## src/gts_pkg.sv

```systemverilog
// ----------------------------------------------------------------------------
// gts_pkg
// Shared types and constants for the three-species stochastic step unit.
// ----------------------------------------------------------------------------
package gts_pkg;

  localparam int COUNT_WIDTH_DEF = 16;
  localparam int SPONT_Q16_DEF   = 65536;

  localparam int FIELD_W   = 16;
  localparam int RATE_W    = 32;
  localparam int UNI_W     = 32;
  localparam int WGT_W     = 64;
  localparam int PROD_W    = 2 * WGT_W;
  localparam int DWELL_W   = 48;
  localparam int CH_W      = 3;
  localparam int NUM_CH    = 8;
  localparam int CFG_IDX_W = 4;
  localparam int IN_DATA_W  = 80;
  localparam int OUT_DATA_W = 104;

  localparam logic OP_LOAD = 1'b0;
  localparam logic OP_STEP = 1'b1;

  localparam logic [CH_W-1:0] CH_PUMP   = 3'd0;
  localparam logic [CH_W-1:0] CH_LOSS_A = 3'd1;
  localparam logic [CH_W-1:0] CH_AB     = 3'd2;
  localparam logic [CH_W-1:0] CH_AC     = 3'd3;
  localparam logic [CH_W-1:0] CH_DEC_B  = 3'd4;
  localparam logic [CH_W-1:0] CH_DEC_C  = 3'd5;
  localparam logic [CH_W-1:0] CH_BC     = 3'd6;
  localparam logic [CH_W-1:0] CH_CB     = 3'd7;

  typedef enum logic [3:0] {
    STEP_P1, STEP_AB, STEP_P2, STEP_AC, STEP_P3, STEP_P4,
    STEP_P5, STEP_T6, STEP_P6, STEP_T7, STEP_P7, STEP_TGT
  } step_t;

  typedef enum logic [1:0] {DIR_NONE, DIR_INC, DIR_DEC} dir_t;

  typedef struct packed {
    logic  start_step;
    logic  load;
    logic  mul_start;
    logic  mul_post;
    logic  div_start;
    logic  finish;
    step_t step;
  } gts_cmd_t;

  typedef struct packed {
    logic mul_done;
    logic div_done;
    logic out_free;
  } gts_sts_t;

endpackage

```

## src/gts_ctrl.sv

```systemverilog
// ----------------------------------------------------------------------------
// gts_ctrl
// Controller sequencing count loads, the products, the reciprocal and the result write.
// ----------------------------------------------------------------------------
module gts_ctrl (
  input  logic              clk,
  input  logic              rst_n,
  input  logic              in_valid,
  input  logic              in_op,
  output logic              in_ready,
  input  gts_pkg::gts_sts_t sts,
  output gts_pkg::gts_cmd_t cmd
);
  import gts_pkg::*;

  typedef enum logic [2:0] {S_IDLE, S_ISSUE, S_MUL, S_DIV, S_FINISH} state_t;

  state_t state_r;
  step_t  step_r;

  always_ff @(posedge clk) begin
    if (!rst_n) begin
      state_r <= S_IDLE;
      step_r  <= STEP_P1;
    end else begin
      unique case (state_r)
        S_IDLE: begin
          if (in_valid && in_op == OP_STEP) begin
            state_r <= S_ISSUE;
            step_r  <= STEP_P1;
          end
        end
        S_ISSUE: state_r <= S_MUL;
        S_MUL: begin
          if (sts.mul_done) begin
            if (step_r == STEP_TGT) begin
              state_r <= S_DIV;
            end else begin
              step_r  <= step_t'(step_r + 4'd1);
              state_r <= S_ISSUE;
            end
          end
        end
        S_DIV: if (sts.div_done) state_r <= S_FINISH;
        S_FINISH: if (sts.out_free) state_r <= S_IDLE;
        default: state_r <= S_IDLE;
      endcase
    end
  end

  always_comb begin
    in_ready       = (state_r == S_IDLE);
    cmd.start_step = in_ready && in_valid && in_op == OP_STEP;
    cmd.load       = in_ready && in_valid && in_op == OP_LOAD;
    cmd.mul_start  = (state_r == S_ISSUE);
    cmd.div_start  = (state_r == S_ISSUE) && step_r == STEP_TGT;
    cmd.mul_post   = (state_r == S_MUL) && sts.mul_done;
    cmd.finish     = (state_r == S_FINISH) && sts.out_free;
    cmd.step       = step_r;
  end

endmodule

```

## config.mk

```make
export PLATFORM = sky130hd
export DESIGN_NAME = gts_ctrl
export DESIGN_NICKNAME = d
export VERILOG_FILES = /design/src/gts_pkg.sv /design/src/gts_ctrl.sv
export SDC_FILE = /design/constraint.sdc
export NUM_CORES = 1
export LEC_CHECK = 0
export BUFFER_PORTS_ARGS = -buffer_cell sky130_fd_sc_hd__buf_2
export CAP_MARGIN = 20
export CORE_AREA = 2 2 39 41
export DETAILED_ROUTE_END_ITERATION = 12
export DIE_AREA = 0 0 41 43
export PLACE_DENSITY = 0.6
export RECOVER_POWER = 100
export SETUP_SLACK_MARGIN = 0.05
export SYNTH_ARGS = -nofsm -noshare
export SYNTH_HDL_FRONTEND = slang
export SYNTH_SLANG_ARGS = --single-unit
```

## constraint.sdc

```tcl
create_clock -name clk -period 3.5 [get_ports clk]
set_clock_uncertainty 0.1 [all_clocks]
set_input_delay 0.175 -clock clk [delete_from_list [all_inputs] [get_ports clk]]
set_output_delay 0.175 -clock clk [all_outputs]
set_load 0.05 [all_outputs]
```

==> results of run 1 <==
==> metal layers <==
| layer | global-route usage, % | routed length [um] | vias to the layer above |
|---|---|---|---|
| met2 | 19.1 | 459 | 20 |
| met4 | 15.3 | 27 | 0 |
| met5 | 0 | 0 | - |
| met1 | 15.6 | 509 | 217 |
| met3 | 3.66 | 83 | 2 |
| li1 | - | - | 235 |
==> synth_stat cells, drive strengths merged, types with 2 or more instances <==
master	instances	area, um2
a21boi	2	15.0
a31oi	3	18.8
buf	3	21.3
dfxtp	7	140
nand2	5	21.3
nand3	2	10.0
nand3b	2	15.0
nor2	4	15.0
nor3	3	26.3
nor3b	3	27.5
o21ai	4	20.0
==> worst max-delay path, cell delays in order, from the launching register on <==
cell and delay (ns):
dfxtp_1 0.36, or2_1 0.36, nor2_1 0.20, nand2_1 0.07
nor2_1 0.09, clkbuf_1 0.48
==> cell type report <==
cell class | instances | area (um2)
flip-flops and latches | 7 | 140
multi-input cells | 43 | 293
well taps | 16 | 20.0
fillers | 158 | 830
repair buffers | 17 | 71.3
clock buffers | 4 | 26.3
inverters | 1 | 3.75
==> worst paths after layout <==
path	startpoint	to	slack, ns
min reg2reg	step_r[3]	step_r[3]	0.40
max	state_r[0]	cmd[8]	1.41
max reg2reg	state_r[1]	step_r[3]	1.58
min	rst_n	state_r[2]	0.12
==> sequential cells by signal, indices dropped and copies added, names as in the netlist <==
register / count
state_r: 3
step_r: 4
==> where the power goes <==
group          internal [mW]  switching (mW)
registers             0.0835         0.00818
logic                 0.0210          0.0529
clock network         0.0437          0.0329
==> metrics by stage <==
step,cells,cell area [um2]
final,88,554
after global routing,88,554
after CTS,88,581
after detailed placement,84,554
after global placement,84,554
after floorplan,54,470
==> cell families after synthesis <==
group                    count (synthesis)
buffers and inverters                    4
adder cells (fa/ha/maj)                  1
AND/OR/NAND/NOR                         28
multiplexers                             1
AO/OA/AOI/OAI                           13
flip-flops                               7
==> results.sh, run 1 <==
export IMPL_required_ns=3.22
export IMPL_hold_path_class="in2reg"
export IMPL_p_leak_nw=0.203
export IMPL_htreeDepth=1
export IMPL_die_w_um=41
export IMPL_synthXorXnorAreaFrac_pct=0
export IMPL_first_iter_violations=6
export IMPL_endpoint_kind="output pin"
export IMPL_clock_root_buffer="clkbuf_4"
export IMPL_hold_ws_ns=0.124
export IMPL_tightest_slew_ns=0.596
export IMPL_status="complete, no violations"
export IMPL_clk_pin_slew_ns=0.06
export IMPL_grtUsageTotal_pct=14.0
export IMPL_cp_max_fo=8
export IMPL_drive_above_1_share_pct=15.3
export IMPL_drv_cap=0
export IMPL_synth_edff_count=0
export IMPL_drc=0
export IMPL_critPathLaunchType="flop"
export IMPL_core_area_mm2=0.00138
export IMPL_antenna_found_initial=0
export IMPL_synthSimpleGateAreaFrac_pct=40.4
export IMPL_total_power_uw=242
export IMPL_syn_inst=54
export IMPL_cts_setup_buffers=0
export IMPL_setup_viol=0
export IMPL_numCtsBuffers=3
export IMPL_first_pass_iters=4
export IMPL_worst_r2r_cell_count=4
export IMPL_grt_overflow_total=0
export IMPL_gp_congestion=0.722
export IMPL_tritoncts="built"
export IMPL_final_common_cell="clkbuf_1"
export IMPL_grt_pass1_wl_um=1590
export IMPL_p_per_area_mw_per_mm2=437
export IMPL_antenna_left=0
export IMPL_ys_seq_area_share_pct=29.8
export IMPL_num_vias=474
export IMPL_synth_top_family_by_area="simple AND/OR/NAND/NOR gates"
export IMPL_synth_distinct_cells=33
export IMPL_async_flop_share_pct=0
export IMPL_clk_latency_ns=0.25
export IMPL_synth_flop_cell="dfxtp_1"
export IMPL_yosysWarnings=0
export IMPL_postCtsResizedCells=0
export IMPL_worstSetupPathType="reg2out"
export IMPL_fin_ws_ns=1.41
export IMPL_fin_crit_sh_pct=59.6
export IMPL_hold_depth=2
export IMPL_rows=14
export IMPL_synth_area_per_cell_um2=8.71
export IMPL_diodes=0
export IMPL_syn_nets=62
export IMPL_syn_area_um2=470
export IMPL_hold_buffers=0
export IMPL_grt_pass1_vias=400
export IMPL_clock_sinks=7
export IMPL_synth_mux_area_share_pct=2.13
export IMPL_port_buffers=17
export IMPL_rsz0062_at_grt="false"
export IMPL_die_height_um=43
export IMPL_min_period_ns=2.09
export IMPL_post_drt_wl_per_cell_um=12.3
export IMPL_cp_data_arrival_time_ns=1.81
export IMPL_hold_viol=0
export IMPL_max_slew_margin_rel_pct=60.4
export IMPL_viasPerCell=5.39
export IMPL_fin_nets=81
export IMPL_preCtsSetupSlack_ns=1.84
export IMPL_die_area_mm2=0.00176
export IMPL_drv_slew=0
export IMPL_start_util_pct=34.0
export IMPL_final_cell_mix="clkbuf_1 (12), dfxtp_1 (7), buf_2 (6), nand2_1 (5), nor2_1 (4)"
export IMPL_max_vdd_ir_drop_v=0.000147
export IMPL_wl_um=1080
export IMPL_grt_max_degree=16
export IMPL_fmax_ghz=0.479
export IMPL_area_growth_pct=17.8
export IMPL_ios=18
export IMPL_place_hpwl_um=762
export IMPL_ys_ff_latch=7
export IMPL_post_route_util_pct=40.1
export IMPL_synth_compound_area_share_pct=19.7
export IMPL_tns_ns=0
export IMPL_clk_path_buf_depth=2
export IMPL_synthAdderAreaFrac_pct=2.66
Note: power is estimated with default switching activity, not from simulation.
==> run 2: changes to the inputs <==
==> constraint.sdc (replaced) <==
create_clock -name clk -period 2.2 [get_ports clk]
set_clock_uncertainty 0.1 [all_clocks]
set_input_delay 0.11 -clock clk [delete_from_list [all_inputs] [get_ports clk]]
set_output_delay 0.11 -clock clk [all_outputs]
set_load 0.05 [all_outputs]
==> run 2 against run 1 <==
  * Setup slack worse by 1.1 ns
  * Highest routed layer unchanged
  * Die area unchanged
  * Critical endpoint is now in_ready
  * Wire length down 3.1%
  * Cell count grew 1.1%
  * Register-to-register slack worse by 1.1 ns
  * Worst hold slack worse by 0.053 ns
  * Largest cell class unchanged
  * Flip-flop and latch count is the same
  * Count of clock-buffer cells in the layout unchanged
==> results.sh, run 2 (synthesis results as in run 1) <==
export IMPL_max_vdd_ir_drop_v=0.000306
export IMPL_drv_cap=0
export IMPL_tritoncts="built"
export IMPL_rows=14
export IMPL_fin_nets=82
export IMPL_gp_congestion=0.755
export IMPL_switching_power_uw=148
export IMPL_fmax_ghz=0.543
export IMPL_first_iter_violations=16
export IMPL_final_common_cell="clkbuf_1"
export IMPL_grt_pass1_vias=411
export IMPL_postCtsResizedCells=0
export IMPL_die_w_um=41
export IMPL_cp_data_arrival_time_ns=1.63
export IMPL_hold_buffers=0
export IMPL_start_util_pct=34.0
export IMPL_place_hpwl_um=805
export IMPL_drive_above_1_share_pct=24.7
export IMPL_comb_power_share_pct=33.7
export IMPL_p_per_area_mw_per_mm2=673
export IMPL_pwr_share_clk_pct=30.3
export IMPL_p_int_uw=240
export IMPL_die_height_um=43
export IMPL_drc=0
export IMPL_endpoint_kind="output pin"
export IMPL_min_period_ns=1.84
export IMPL_rsz0062_at_grt="false"
export IMPL_antenna_left=0
export IMPL_hold_ws_ns=0.0709
export IMPL_first_pass_iters=4
export IMPL_clk_latency_ns=0.25
export IMPL_total_power_uw=388
export IMPL_status="complete, no violations"
export IMPL_ff_latch_area_um2=140
export IMPL_largest_registers="step_r (4), state_r (3)"
export IMPL_cp_max_fo=7
export IMPL_clk_path_buf_depth=2
export IMPL_viasPerCell=5.27
export IMPL_antenna_found_initial=0
export IMPL_clock_sinks=7
export IMPL_top_register="step_r"
export IMPL_ios=18
export IMPL_largest_reg_flops=4
export IMPL_diodes=0
export IMPL_cts_setup_buffers=0
export IMPL_htreeDepth=1
export IMPL_switching_share_pct=38.2
export IMPL_fillers=143
export IMPL_area_growth_pct=22.6
export IMPL_drv_slew=0
export IMPL_grt_overflow_total=0
export IMPL_grt_max_degree=15
export IMPL_post_drt_wl_per_cell_um=11.8
export IMPL_final_cell_mix="clkbuf_1 (10), buf_2 (8), dfxtp_1 (7), nand2_1 (4)"
export IMPL_pwr_share_seq_pct=35.9
export IMPL_wl_um=1050
export IMPL_p_leak_nw=0.223
export IMPL_fin_crit_sh_pct=83.7
export IMPL_die_area_mm2=0.00176
export IMPL_tns_ns=0
export IMPL_min_from="rst_n"
export IMPL_multi_input_area_um2=308
export IMPL_max_slew_margin_rel_pct=60.3
export IMPL_worstSetupPathType="reg2out"
export IMPL_clk_pin_slew_ns=0.05
export IMPL_num_vias=469
export IMPL_tightest_slew_ns=0.597
export IMPL_setup_viol=0
export IMPL_port_buffers=17
export IMPL_hold_path_class="in2reg"
export IMPL_grtUsageTotal_pct=14.2
export IMPL_setup_worst_path_start="state_r[2]"
export IMPL_critPathLaunchType="flop"
export IMPL_core_area_mm2=0.00138
export IMPL_numCtsBuffers=3
export IMPL_clock_root_buffer="clkbuf_4"
export IMPL_r2r_start="state_r[1]"
export IMPL_required_ns=1.99
export IMPL_hold_viol=0
export IMPL_grt_pass1_wl_um=1660
==> run 2: through the flow <==
stage	cell area (um2)	std cells	util, %	worst slack (ns)
6_report	577	89	41.7	0.358
5_1_grt	577	89	41.7	0.244
4_1_cts	596	89	43.0	0.414
3_5_place_dp	569	85	41.1	0.662
3_3_place_gp	569	85	41.1	0.701
2_1_floorplan	478	54	-	0.0695
==> run 2: area by class of cell <==
class	instances	share of cell area [%]
clock buffer	4	4.56
inverter	1	0.651
multi-input combinational	43	53.4
sequential	7	24.3
tap	16	3.47
timing repair buffer	18	13.7
==> run 2: final timing paths <==
| kind | end | slack [ns] | cells after the start |
|---|---|---|---|
| max | in_ready | 0.36 | 3 |
| min | state_r[2] | 0.07 | 2 |
| max reg2reg | step_r[1] | 0.44 | 4 |
| min reg2reg | step_r[1] | 0.40 | 2 |
==> run 2: power by group through the flow <==
stage / logic (mW) / clock network (mW) / registers, mW
finish: 0.131 / 0.118 / 0.140
detailed placement: 0.139 / 0 / 0.142
CTS: 0.139 / 0.120 / 0.139
global route: 0.143 / 0.129 / 0.141
floorplan: 0.109 / 0 / 0.146
global placement: 0.138 / 0 / 0.142
==> run 2: metal layers <==
metal | routed length, um | GRT usage (%)
met1 | 470 | 17.2
met2 | 498 | 20.9
met3 | 63 | 4.71
met4 | 14 | 8.00
met5 | 0 | 0
==> run 2: worst max-delay path: stages, from the launching register on <==
cell	delay, ns
dfxtp_1	0.38
or2_1	0.37
nor2_2	0.16
clkbuf_1	0.48
